### config.mk
export PLATFORM = sky130hd
export DESIGN_NAME = dtls_client_hello_extension_locator_top_flat
export DESIGN_NICKNAME = d
export VERILOG_FILES = /design/src/dchl_pkg.sv /design/src/dchl_in_if.sv /design/src/dchl_out_if.sv /design/src/dtls_client_hello_extension_locator_top.sv /design/src/dchl_parse.sv /design/src/flat_wrapper.sv
export SDC_FILE = /design/constraint.sdc
export NUM_CORES = 1
export LEC_CHECK = 0
export BUFFER_PORTS_ARGS = -buffer_cell sky130_fd_sc_hd__buf_2
export CAP_MARGIN = 25
export CORE_UTILIZATION = 55
export DETAILED_ROUTE_END_ITERATION = 10
export HOLD_SLACK_MARGIN = 0.15
export PLACE_DENSITY = 0.81
export SLEW_MARGIN = 20
export SYNTH_ARGS = -nofsm -noshare
export SYNTH_HDL_FRONTEND = slang
export SYNTH_HIERARCHICAL = 1
export SYNTH_SLANG_ARGS = --single-unit
### constraint.sdc
create_clock -name i_clk -period 8.6 [get_ports i_clk]
set_clock_uncertainty 0.2 [all_clocks]
set_input_delay 1.29 -clock i_clk [delete_from_list [all_inputs] [get_ports i_clk]]
set_output_delay 1.29 -clock i_clk [all_outputs]
set_load 0.01 [all_outputs]
### src/dchl_pkg.sv
package dchl_pkg;

    localparam int DATA_W   = 8;
    localparam int VERDICT_W = 2;
    localparam int OFFSET_W = 17;
    localparam int LENGTH_W = 16;

    // verdict codes
    localparam logic [VERDICT_W-1:0] VERDICT_FOUND      = 2'd0;
    localparam logic [VERDICT_W-1:0] VERDICT_INCOMPLETE = 2'd1;
    localparam logic [VERDICT_W-1:0] VERDICT_NO_SNI     = 2'd2;
    localparam logic [VERDICT_W-1:0] VERDICT_INVALID    = 2'd3;

    typedef struct packed {
        logic [VERDICT_W-1:0] verdict;
        logic [OFFSET_W-1:0]  ext_offset;
        logic [LENGTH_W-1:0]  ext_length;
    } t_result;

endpackage

### src/dchl_in_if.sv
interface dchl_in_if import dchl_pkg::*; ();
    logic              valid;
    logic              ready;
    logic [DATA_W-1:0] data_byte;
    logic              last_byte;

    modport source (output valid, data_byte, last_byte, input ready);
    modport sink   (input valid, data_byte, last_byte, output ready);
endinterface

### src/dchl_out_if.sv
interface dchl_out_if import dchl_pkg::*; ();
    logic                 valid;
    logic                 ready;
    logic [VERDICT_W-1:0] verdict;
    logic [OFFSET_W-1:0]  ext_offset;
    logic [LENGTH_W-1:0]  ext_length;

    modport source (output valid, verdict, ext_offset, ext_length, input ready);
    modport sink   (input valid, verdict, ext_offset, ext_length, output ready);
endinterface

### src/dtls_client_hello_extension_locator_top.sv
// the verdict is loaded into the output register when the last byte leaves the input register
// throughput: one datagram byte per cycle, set by the per-byte parser step
// a stalled output only blocks when a second final byte would need the result register
// reset: i_rst_n is synchronous and active low; it clears the parser state and both valids
// after every verdict the parser state returns to its reset value for the next datagram
module dtls_client_hello_extension_locator_top import dchl_pkg::*; (
    input logic        i_clk,
    input logic        i_rst_n,
    dchl_in_if.sink    i_in,
    dchl_out_if.source o_out
);

    // input register: one byte per request
    logic              r_s1_valid;
    logic [DATA_W-1:0] r_s1_data;
    logic              r_s1_last;

    // result register
    logic              r_o_valid;
    t_result           r_o_res;

    logic              w_out_free;
    logic              w_step;
    t_result           w_res;

    // result slot is free when empty or being drained this cycle
    assign w_out_free = !r_o_valid || o_out.ready;

    // a non-final byte never needs the result slot, so it always moves on
    assign w_step = r_s1_valid && (!r_s1_last || w_out_free);

    // take a new byte whenever the input register empties this cycle
    assign i_in.ready = !r_s1_valid || w_step;

    always_ff @(posedge i_clk) begin
        if (!i_rst_n) begin
            r_s1_valid <= 1'b0;
        end else if (i_in.ready) begin
            r_s1_valid <= i_in.valid;
        end
    end

    always_ff @(posedge i_clk) begin
        if (i_in.valid && i_in.ready) begin
            r_s1_data <= i_in.data_byte;
            r_s1_last <= i_in.last_byte;
        end
    end

    // per-byte parser: header checks, field skipping and verdict
    dchl_parse u_parse (
        .i_clk   (i_clk),
        .i_rst_n (i_rst_n),
        .i_step  (w_step),
        .i_data  (r_s1_data),
        .i_last  (r_s1_last),
        .o_res   (w_res)
    );

    always_ff @(posedge i_clk) begin
        if (!i_rst_n) begin
            r_o_valid <= 1'b0;
        end else if (w_step && r_s1_last) begin
            r_o_valid <= 1'b1;
        end else if (o_out.ready) begin
            r_o_valid <= 1'b0;
        end
    end

    always_ff @(posedge i_clk) begin
        if (w_step && r_s1_last) begin
            r_o_res <= w_res;
        end
    end

    assign o_out.valid      = r_o_valid;
    assign o_out.verdict    = r_o_res.verdict;
    assign o_out.ext_offset = r_o_res.ext_offset;
    assign o_out.ext_length = r_o_res.ext_length;

    a_final_loads: assert property (@(posedge i_clk) disable iff (!i_rst_n)
        w_step && r_s1_last |=> r_o_valid)
        else $error("final byte consumed without a verdict");

    a_final_waits: assert property (@(posedge i_clk) disable iff (!i_rst_n)
        r_s1_valid && r_s1_last && !w_out_free |=> r_s1_valid && r_s1_last)
        else $error("final byte lost while the result slot was busy");

    a_zero_fields: assert property (@(posedge i_clk) disable iff (!i_rst_n)
        r_o_valid && r_o_res.verdict != VERDICT_FOUND
            |-> r_o_res.ext_offset == '0 && r_o_res.ext_length == '0)
        else $error("extension fields set without a found verdict");

endmodule

### src/dchl_parse.sv
module dchl_parse import dchl_pkg::*; (
    input  logic              i_clk,
    input  logic              i_rst_n,
    input  logic              i_step,
    input  logic [DATA_W-1:0] i_data,
    input  logic              i_last,
    output t_result           o_res
);

    localparam logic [3:0] PH_HDR        = 4'd0;
    localparam logic [3:0] PH_RAND       = 4'd1;
    localparam logic [3:0] PH_SID_LEN    = 4'd2;
    localparam logic [3:0] PH_SID        = 4'd3;
    localparam logic [3:0] PH_COOKIE_LEN = 4'd4;
    localparam logic [3:0] PH_COOKIE     = 4'd5;
    localparam logic [3:0] PH_CS_HI      = 4'd6;
    localparam logic [3:0] PH_CS_LO      = 4'd7;
    localparam logic [3:0] PH_CS         = 4'd8;
    localparam logic [3:0] PH_CM_LEN     = 4'd9;
    localparam logic [3:0] PH_CM         = 4'd10;
    localparam logic [3:0] PH_EXT_HI     = 4'd11;
    localparam logic [3:0] PH_EXT_LO     = 4'd12;
    localparam logic [3:0] PH_DONE       = 4'd13;

    localparam logic [2:0] ERR_NONE    = 3'd0;
    localparam logic [2:0] ERR_FOUND   = 3'd1;
    localparam logic [2:0] ERR_NOSNI   = 3'd2;
    localparam logic [2:0] ERR_INVALID = 3'd3;
    localparam logic [2:0] ERR_HEADER  = 3'd4;

    localparam logic [7:0]  CT_HANDSHAKE = 8'h16;
    localparam logic [7:0]  VER_MAJOR    = 8'hFE;
    localparam logic [7:0]  HS_CLIENT_HELLO = 8'h01;
    localparam logic [16:0] POS_MAX      = 17'h1FFFF;
    localparam logic [15:0] RAND_LEN     = 16'd34;

    typedef struct packed {
        logic [3:0]  phase;
        logic [2:0]  err;
        logic [15:0] rem;
    } t_ctl;

    logic [16:0] r_pos, n_pos;
    logic [15:0] r_rec_len, n_rec_len;
    logic [23:0] r_hs_len, n_hs_len;
    logic [23:0] r_frag_len, n_frag_len;
    logic        r_frag_off_nz, n_frag_off_nz;
    logic [3:0]  r_phase, n_phase;
    logic [15:0] r_rem, n_rem;
    logic [2:0]  r_err, n_err;
    logic [16:0] r_found_off, n_found_off;
    logic [15:0] r_found_len, n_found_len;

    logic [24:0] w_p;
    logic [24:0] w_e;
    logic [23:0] w_frag_new;
    logic [15:0] w_len16;
    t_ctl        w_ctl;

    function automatic t_ctl conclude(input logic [2:0] code, input logic [15:0] rem);
        t_ctl res;
        res = '{phase: PH_DONE, err: code, rem: rem};
        return res;
    endfunction

    // bounds check on entry to a phase whose first byte sits at p
    function automatic t_ctl enter_phase(input logic [3:0] ph, input logic [24:0] p,
                                         input logic [24:0] e, input logic [15:0] rem);
        t_ctl res;
        res = '{phase: ph, err: ERR_NONE, rem: rem};
        if (ph == PH_SID_LEN || ph == PH_COOKIE_LEN || ph == PH_CM_LEN) begin
            if (p >= e) res = conclude(ERR_INVALID, rem);
        end else if (ph == PH_CS_HI) begin
            if (e < p + 25'd2) res = conclude(ERR_INVALID, rem);
        end else if (ph == PH_EXT_HI) begin
            if (p == e) res = conclude(ERR_NOSNI, rem);
            else if (e < p + 25'd2) res = conclude(ERR_INVALID, rem);
        end
        return res;
    endfunction

    function automatic t_ctl take_length(input logic [15:0] len, input logic [24:0] p,
                                         input logic [24:0] e, input logic [3:0] skip_ph,
                                         input logic [3:0] next_ph, input logic [15:0] rem);
        t_ctl res;
        if ((p <= e) && ((e - p) < {9'd0, len})) res = conclude(ERR_INVALID, rem);
        else if (len == 16'd0) res = enter_phase(next_ph, p, e, rem);
        else res = '{phase: skip_ph, err: ERR_NONE, rem: len};
        return res;
    endfunction

    function automatic t_ctl skip_byte(input logic [24:0] p, input logic [24:0] e,
                                       input logic [3:0] cur_ph, input logic [3:0] next_ph,
                                       input logic [15:0] rem);
        t_ctl        res;
        logic [15:0] dec;
        dec = rem - 16'd1;
        if (dec == 16'd0) res = enter_phase(next_ph, p, e, dec);
        else res = '{phase: cur_ph, err: ERR_NONE, rem: dec};
        return res;
    endfunction

    assign w_p        = {8'd0, r_pos} + 25'd1;
    assign w_e        = 25'd25 + {1'b0, r_frag_len};
    assign w_frag_new = {r_frag_len[15:0], i_data};
    assign w_len16    = {r_rem[15:8], i_data};

    always_comb begin
        w_ctl         = '{phase: r_phase, err: r_err, rem: r_rem};
        n_rec_len     = r_rec_len;
        n_hs_len      = r_hs_len;
        n_frag_len    = r_frag_len;
        n_frag_off_nz = r_frag_off_nz;
        n_found_off   = r_found_off;
        n_found_len   = r_found_len;

        if (r_err == ERR_NONE) begin
            if (r_phase == PH_HDR) begin
                case (r_pos)
                    17'd0: if (i_data != CT_HANDSHAKE) w_ctl = conclude(ERR_HEADER, r_rem);
                    17'd1: if (i_data != VER_MAJOR) w_ctl = conclude(ERR_HEADER, r_rem);
                    17'd3, 17'd4: if (i_data != 8'd0) w_ctl = conclude(ERR_HEADER, r_rem);
                    17'd11: n_rec_len = {i_data, 8'd0};
                    17'd12: begin
                        n_rec_len = {r_rec_len[15:8], i_data};
                        if ({r_rec_len[15:8], i_data} < 16'd12)
                            w_ctl = conclude(ERR_INVALID, r_rem);
                    end
                    17'd13: if (i_data != HS_CLIENT_HELLO) w_ctl = conclude(ERR_INVALID, r_rem);
                    17'd14, 17'd15, 17'd16: n_hs_len = {r_hs_len[15:0], i_data};
                    17'd19, 17'd20, 17'd21: if (i_data != 8'd0) n_frag_off_nz = 1'b1;
                    17'd22, 17'd23: n_frag_len = w_frag_new;
                    17'd24: begin
                        n_frag_len = w_frag_new;
                        if (r_frag_off_nz) w_ctl = conclude(ERR_NOSNI, r_rem);
                        else if (w_frag_new != r_hs_len) w_ctl = conclude(ERR_NOSNI, r_rem);
                        else if ({1'b0, w_frag_new} + 25'd12 > {9'd0, r_rec_len})
                            w_ctl = conclude(ERR_INVALID, r_rem);
                        else if (w_frag_new < 24'd34) w_ctl = conclude(ERR_INVALID, r_rem);
                        else w_ctl = '{phase: PH_RAND, err: ERR_NONE, rem: RAND_LEN};
                    end
                    default: ;
                endcase
            end else begin
                unique case (r_phase)
                    PH_RAND:       w_ctl = skip_byte(w_p, w_e, PH_RAND, PH_SID_LEN, r_rem);
                    PH_SID_LEN:    w_ctl = take_length({8'd0, i_data}, w_p, w_e, PH_SID,
                                                       PH_COOKIE_LEN, r_rem);
                    PH_SID:        w_ctl = skip_byte(w_p, w_e, PH_SID, PH_COOKIE_LEN, r_rem);
                    PH_COOKIE_LEN: w_ctl = take_length({8'd0, i_data}, w_p, w_e, PH_COOKIE,
                                                       PH_CS_HI, r_rem);
                    PH_COOKIE:     w_ctl = skip_byte(w_p, w_e, PH_COOKIE, PH_CS_HI, r_rem);
                    PH_CS_HI:      w_ctl = '{phase: PH_CS_LO, err: ERR_NONE,
                                             rem: {i_data, 8'd0}};
                    PH_CS_LO:      w_ctl = take_length(w_len16, w_p, w_e, PH_CS,
                                                       PH_CM_LEN, r_rem);
                    PH_CS:         w_ctl = skip_byte(w_p, w_e, PH_CS, PH_CM_LEN, r_rem);
                    PH_CM_LEN:     w_ctl = take_length({8'd0, i_data}, w_p, w_e, PH_CM,
                                                       PH_EXT_HI, r_rem);
                    PH_CM:         w_ctl = skip_byte(w_p, w_e, PH_CM, PH_EXT_HI, r_rem);
                    PH_EXT_HI:     w_ctl = '{phase: PH_EXT_LO, err: ERR_NONE,
                                             rem: {i_data, 8'd0}};
                    PH_EXT_LO: begin
                        if ((w_p <= w_e) && ((w_e - w_p) < {9'd0, w_len16})) begin
                            w_ctl = conclude(ERR_INVALID, r_rem);
                        end else begin
                            n_found_off = w_p[16:0];
                            n_found_len = w_len16;
                            w_ctl       = conclude(ERR_FOUND, r_rem);
                        end
                    end
                    default: ;
                endcase
            end
        end

        n_phase = w_ctl.phase;
        n_err   = w_ctl.err;
        n_rem   = w_ctl.rem;
        n_pos   = (r_pos == POS_MAX) ? r_pos : r_pos + 17'd1;

        // verdict from the state after this byte, check order kept
        o_res = '{verdict: VERDICT_INCOMPLETE, ext_offset: '0, ext_length: '0};
        if (w_p < 25'd13)                            o_res.verdict = VERDICT_INCOMPLETE;
        else if (n_err == ERR_HEADER)                o_res.verdict = VERDICT_INVALID;
        else if (w_p < 25'd13 + {9'd0, n_rec_len})   o_res.verdict = VERDICT_INCOMPLETE;
        else if (n_err == ERR_FOUND) begin
            o_res.verdict    = VERDICT_FOUND;
            o_res.ext_offset = n_found_off;
            o_res.ext_length = n_found_len;
        end
        else if (n_err == ERR_NOSNI)                 o_res.verdict = VERDICT_NO_SNI;
        else if (n_err == ERR_INVALID)               o_res.verdict = VERDICT_INVALID;
        else                                         o_res.verdict = VERDICT_INCOMPLETE;

        // datagram end: back to the start state
        if (i_last) begin
            n_pos         = '0;
            n_rec_len     = '0;
            n_hs_len      = '0;
            n_frag_len    = '0;
            n_frag_off_nz = 1'b0;
            n_phase       = PH_HDR;
            n_rem         = '0;
            n_err         = ERR_NONE;
            n_found_off   = '0;
            n_found_len   = '0;
        end
    end

    always_ff @(posedge i_clk) begin
        if (!i_rst_n) begin
            r_pos         <= '0;
            r_rec_len     <= '0;
            r_hs_len      <= '0;
            r_frag_len    <= '0;
            r_frag_off_nz <= 1'b0;
            r_phase       <= PH_HDR;
            r_rem         <= '0;
            r_err         <= ERR_NONE;
            r_found_off   <= '0;
            r_found_len   <= '0;
        end else if (i_step) begin
            r_pos         <= n_pos;
            r_rec_len     <= n_rec_len;
            r_hs_len      <= n_hs_len;
            r_frag_len    <= n_frag_len;
            r_frag_off_nz <= n_frag_off_nz;
            r_phase       <= n_phase;
            r_rem         <= n_rem;
            r_err         <= n_err;
            r_found_off   <= n_found_off;
            r_found_len   <= n_found_len;
        end
    end

    a_found_done: assert property (@(posedge i_clk) disable iff (!i_rst_n)
        r_err == ERR_FOUND |-> r_phase == PH_DONE)
        else $error("found without finishing the parse");

    a_body_pos: assert property (@(posedge i_clk) disable iff (!i_rst_n)
        (r_phase != PH_HDR && r_phase != PH_DONE) |-> r_pos >= 17'd25)
        else $error("body phase before the handshake header ended");

    a_restart: assert property (@(posedge i_clk) disable iff (!i_rst_n)
        i_step && i_last |=> r_pos == '0 && r_phase == PH_HDR && r_err == ERR_NONE)
        else $error("state not cleared after datagram end");

endmodule
### src/flat_wrapper.sv
// flat-port wrapper written by rule: the top's interface ports become plain ports
module dtls_client_hello_extension_locator_top_flat import dchl_pkg::*;
  (i_clk, i_rst_n, i_in_valid, i_in_data_byte, i_in_last_byte, i_in_ready, o_out_valid, o_out_verdict, o_out_ext_offset, o_out_ext_length, o_out_ready);
  dchl_in_if i_in_i ();
  dchl_out_if o_out_i ();
  input logic i_clk;
  input logic i_rst_n;
  input wire logic [$bits(i_in_i.valid)-1:0] i_in_valid;
  input wire logic [$bits(i_in_i.data_byte)-1:0] i_in_data_byte;
  input wire logic [$bits(i_in_i.last_byte)-1:0] i_in_last_byte;
  output wire logic [$bits(i_in_i.ready)-1:0] i_in_ready;
  output wire logic [$bits(o_out_i.valid)-1:0] o_out_valid;
  output wire logic [$bits(o_out_i.verdict)-1:0] o_out_verdict;
  output wire logic [$bits(o_out_i.ext_offset)-1:0] o_out_ext_offset;
  output wire logic [$bits(o_out_i.ext_length)-1:0] o_out_ext_length;
  input wire logic [$bits(o_out_i.ready)-1:0] o_out_ready;
  assign i_in_i.valid = i_in_valid;
  assign i_in_i.data_byte = i_in_data_byte;
  assign i_in_i.last_byte = i_in_last_byte;
  assign i_in_ready = i_in_i.ready;
  assign o_out_valid = o_out_i.valid;
  assign o_out_verdict = o_out_i.verdict;
  assign o_out_ext_offset = o_out_i.ext_offset;
  assign o_out_ext_length = o_out_i.ext_length;
  assign o_out_i.ready = o_out_ready;
  dtls_client_hello_extension_locator_top u_core (.i_clk(i_clk), .i_rst_n(i_rst_n), .i_in(i_in_i), .o_out(o_out_i));
endmodule
==> out/qor.log <==
INFO  min_path       hold_class=reg2reg
INFO  clock_tree     tritoncts.num_buffers=17
INFO  clock_tree     clock_root_buffer_master=sky130_fd_sc_hd__clkbuf_16
INFO  grt            grt_start_max_net_pins=70
INFO  sta            setup_viol=0
INFO  detailed_routing drt_drc_violations_left=0
INFO  sta            final_min_period_over_clock_period=0.9121
INFO  cells_and_area num-nets-final=1,922
INFO  floorplan      fp.dieArea=0.02853mm^2
INFO  grt            first_global_vias=13,443
INFO  detailed_routing post_drt_wl_per_cell=22.00um
INFO  run            max_cap_violations=0
INFO  yosys          postSynthAreaPerCell=8.264um^2
INFO  cells_and_area layout_common_cells=sky130_fd_sc_hd__dfxtp_1, sky130_fd_sc_hd__nor2_1, sky130_fd_sc_hd__xnor2_1, sky130_fd_sc_hd__nand2_1, sky130_fd_sc_hd__ha_1
INFO  placed_design  dp_hpwl=35.22mm
INFO  cells_and_area layout_commonest_cell=sky130_fd_sc_hd__dfxtp_1
INFO  clock_tree     tritoncts_clock_tree=built
INFO  detailed_routing drtAntennaViolNets=0
INFO  detailed_routing totalWireLength=48.41mm
INFO  floorplan      die_wd=168.9um
INFO  sta            maxClockFrequency=127.5MHz
INFO  detailed_routing detail_route.first_pass.iterations=7
INFO  setup_path     worstSetupStartpoint=u_core/u_parse/r_pos[2]
INFO  setup_path     worstSetupEndpointType=flop
INFO  placed_design  globalplace.congestion=1.017
INFO  sta            final_max_slew_viol_count=0
INFO  floorplan      core_area=0.02718mm^2
INFO  yosys          synth_top_flop_cell=sky130_fd_sc_hd__dfxtp_1
INFO  placed_design  preCtsSetupSlack=1075ps
INFO  clock_tree     cts_hold_buf=0
INFO  yosys          synthMuxAreaShare=0.01707
INFO  clock_tree     postCtsResizedCells=0
INFO  yosys          synth_fa_ha_area_frac=0.07994
INFO  floorplan      placementRows=60
INFO  power          leakagePower=5.921nW
INFO  setup_path     timing.reg2reg.setup_slack=760ps
INFO  yosys          syn_nets=1,961
INFO  yosys          syn-instance-count=1,854
INFO  power          worst_ir_drop_vdd=0.1631mV
INFO  setup_path     criticalPathCategory=reg2reg
INFO  setup_path     worst_r2r_startpoint=u_core/u_parse/r_pos[2]
INFO  clock_tree     cts.repair_timing.setup_buffer_count=0
INFO  yosys          postSynthRegisterBits=184
INFO  clock_tree     clkLatencyLatePin=450ps
INFO  yosys          synthesized_area_fraction_occupied_by_xor_and_xnor_cells=0.08558
INFO  yosys          number_of_enable_type_register_cells_in_the_synthesized_netlist=44
INFO  setup_path     cp.arrival=8020ps
INFO  placed_design  port_buffers=49
INFO  yosys          ys_types=115
INFO  sta            setup_ws_final=755.8ps
INFO  grt            grt_first_pass_wirelength=74.52mm
INFO  sta            setup_repair_after_global_routing_missed_its_margin=false
INFO  power          power_per_cell_area=125.1mW/mm^2
INFO  yosys          yosysWarningCount=6
INFO  power          design_power=0.002045W
INFO  setup_path     reg2reg_depth=20
INFO  setup_path     timing.critical_path.from_type=flop
INFO  grt            number_of_antenna_violations_at_the_first_check_in_global_routing=0
INFO  run_status     run_status=finished clean
INFO  floorplan      num_io_pins=50
INFO  yosys          synthSimpleGateAreaFrac=0.2435
INFO  sta            setup_tns=0ps
INFO  detailed_routing drt_iter0_markers=2,044
INFO  sta            finalCriticalPeriod=7844ps
INFO  yosys          synth_top_cells_by_area=sky130_fd_sc_hd__dfxtp_1, sky130_fd_sc_hd__edfxtp_1, sky130_fd_sc_hd__ha_1
INFO  floorplan      initial_core_util=0.5638
INFO  clock_tree     clkSlewWorstSetupHoldPaths=80ps
INFO  setup_path     timing.rr.end=u_core/u_parse/r_rem[2]
INFO  yosys          dominant_combinational_cell_family_by_area_after_synthesis=compound AO/OA/AOI/OAI gates
INFO  yosys          yosys.area.top_type_share=0.1829
INFO  cells_and_area instances_no_fill=2,200
INFO  setup_path     cp.required=8780ps
INFO  cells_and_area proportion_of_layout_cells_with_a_drive_suffix_above_1=0.1007
INFO  sta            tightestPinTransition=1058ps
INFO  yosys          yosysTopAreaCell=sky130_fd_sc_hd__dfxtp_1
INFO  grt            globalRoute.totalOverflow=0
INFO  cells_and_area num_antenna_cells=0
INFO  setup_path     crit_end=u_core/u_parse/r_rem[2]
INFO  grt            gr-usage-all-layers=0.3365
INFO  placed_design  dp_cells=2,166
INFO  yosys          synth_area=0.01532mm^2
INFO  yosys          synth-compound-area-share=0.2470
INFO  clock_tree     cts.path.max_buffers=2
INFO  setup_path     cp_max_fo=27
INFO  detailed_routing dr_total_vias=14,738
INFO  cells_and_area layout-area-overhead-vs-synth=6.713%
INFO  detailed_routing route.detailed.vias_per_inst=6.699
INFO  floorplan      die_y=168.9um
INFO  yosys          asyncSetResetFlopFracSynth=0
INFO  clock_tree     clock-sinks=184
INFO  yosys          ys_seq_area_frac=0.2691
INFO  sta            maxSlewHeadroom=0.2949
INFO  clock_tree     ctsHtreeMaxLevel=4
INFO  sta            fin_hold_viols=0
## worst min path at each step
stage	startpoint	to	cells after the start
final	u_core/u_parse/r_rem[1]	u_core/u_parse/r_rem[1]	1
after floorplan	u_core/u_parse/r_frag_off_nz	u_core/u_parse/r_frag_off_nz	2
after global placement	u_core/u_parse/r_err[2]	u_core/u_parse/r_err[2]	1
after detailed placement	u_core/u_parse/r_rem[1]	u_core/u_parse/r_rem[1]	1
after global routing	u_core/u_parse/r_rem[1]	u_core/u_parse/r_rem[1]	1
after CTS	u_core/u_parse/r_rem[1]	u_core/u_parse/r_rem[1]	1
## cells in the mapped netlist, drive strengths merged (7+ instances only)
cell type / number
dfxtp: 140
o21ai: 65
o2bb2ai: 17
nand3: 50
o211a: 7
or2: 12
o22ai: 10
nor2b: 87
nor4: 69
ha: 93
or4: 10
a21boi: 42
a211oi: 36
nor2: 116
o21bai: 9
nor3b: 17
inv: 84
or3: 21
nand2: 95
and2: 22
xor2: 36
o31ai: 11
a22oi: 59
a31oi: 20
nor3: 58
edfxtp: 44
o21a: 49
xnor2: 100
clkbuf: 104
and4: 8
nand4: 37
nand2b: 22
a2111oi: 8
a21o: 17
mux2i: 25
a21oi: 91
o211ai: 14
and3: 19
buf: 31
## cells by family after synthesis
logic type	Yosys count
DFF	184
and+or+nand+nor	665
AOI/OAI and AO/OA	521
xor gates and xnor gates	138
muxes	26
buffers and inverters	221
other	1
adders and majority gates	98
## through the flow
step                  util  hold WS [ps]  cell area (um^2)
floorplan                -         238.3             15320
global placement    0.5777         283.0             15700
detailed placement  0.5784         301.6             15720
CTS                 0.5998         316.1             16300
global route        0.6017         344.2             16350
finish              0.6017         316.6             16350
## critical path, cell delays in order, from the launching register on
cell	delay, ps
sky130_fd_sc_hd__dfxtp_1	830
sky130_fd_sc_hd__nand4_1	670
sky130_fd_sc_hd__nor4_1	760
sky130_fd_sc_hd__nand2_1	150
sky130_fd_sc_hd__xnor2_1	400
sky130_fd_sc_hd__inv_1	250
sky130_fd_sc_hd__ha_1	520
sky130_fd_sc_hd__inv_1	120
sky130_fd_sc_hd__o21ai_0	300
sky130_fd_sc_hd__mux2i_1	160
sky130_fd_sc_hd__a31o_2	240
sky130_fd_sc_hd__a31oi_1	280
sky130_fd_sc_hd__ha_1	290
sky130_fd_sc_hd__o21ai_0	210
sky130_fd_sc_hd__nor2_1	80
sky130_fd_sc_hd__a311oi_1	480
sky130_fd_sc_hd__nor4b_4	680
sky130_fd_sc_hd__buf_4	430
sky130_fd_sc_hd__o41ai_1	220
sky130_fd_sc_hd__a21oi_4	320
sky130_fd_sc_hd__o2bb2ai_1	160
## power by group
group	total [W]	internal, W	leakage [nW]	switching (W)
Sequential	0.000905	0.000891	1.56	0.0000141
Combinational	0.000339	0.000115	4.09	0.000224
Clock	0.000801	0.000389	0.280	0.000412
## sequential cells by signal, indices dropped and copies added (netlist names)
register / cells
u_core/o_out.valid: 1
u_core/r_s1_valid: 1
u_core/u_parse/r_found_off: 17
u_core/u_parse/r_found_len: 16
u_core/u_parse/r_frag_off_nz: 1
u_core/u_parse/r_rec_len: 16
u_core/u_parse/r_phase: 4
u_core/r_s1_data: 8
u_core/u_parse/r_rem: 16
u_core/u_parse/r_err: 3
u_core/o_out.verdict: 2
u_core/u_parse/r_pos: 17
u_core/o_out.ext_length: 16
u_core/u_parse/r_frag_len: 24
u_core/r_s1_last: 1
u_core/o_out.ext_offset: 17
u_core/u_parse/r_hs_len: 24
## routing by layer
metal  track usage  vias up  routed length [um]
met2        0.5092      841               20730
met3       0.07996      122                4977
met4        0.1605        0                2139
met5             0        -                   0
met1        0.4502     6996               20560
li1              -     6779                   -
## cell type report
cell class / instances / area [um^2]
clock buffer: 17 / 425.4
clock inverter: 15 / 157.7
fill: 2420 / 10830
inverter: 86 / 325.3
multi-input combinational: 1449 / 10360
sequential: 184 / 4124
tap: 372 / 465.4
timing repair buffer: 77 / 491.7
Note: power is estimated with default switching activity, not from simulation.
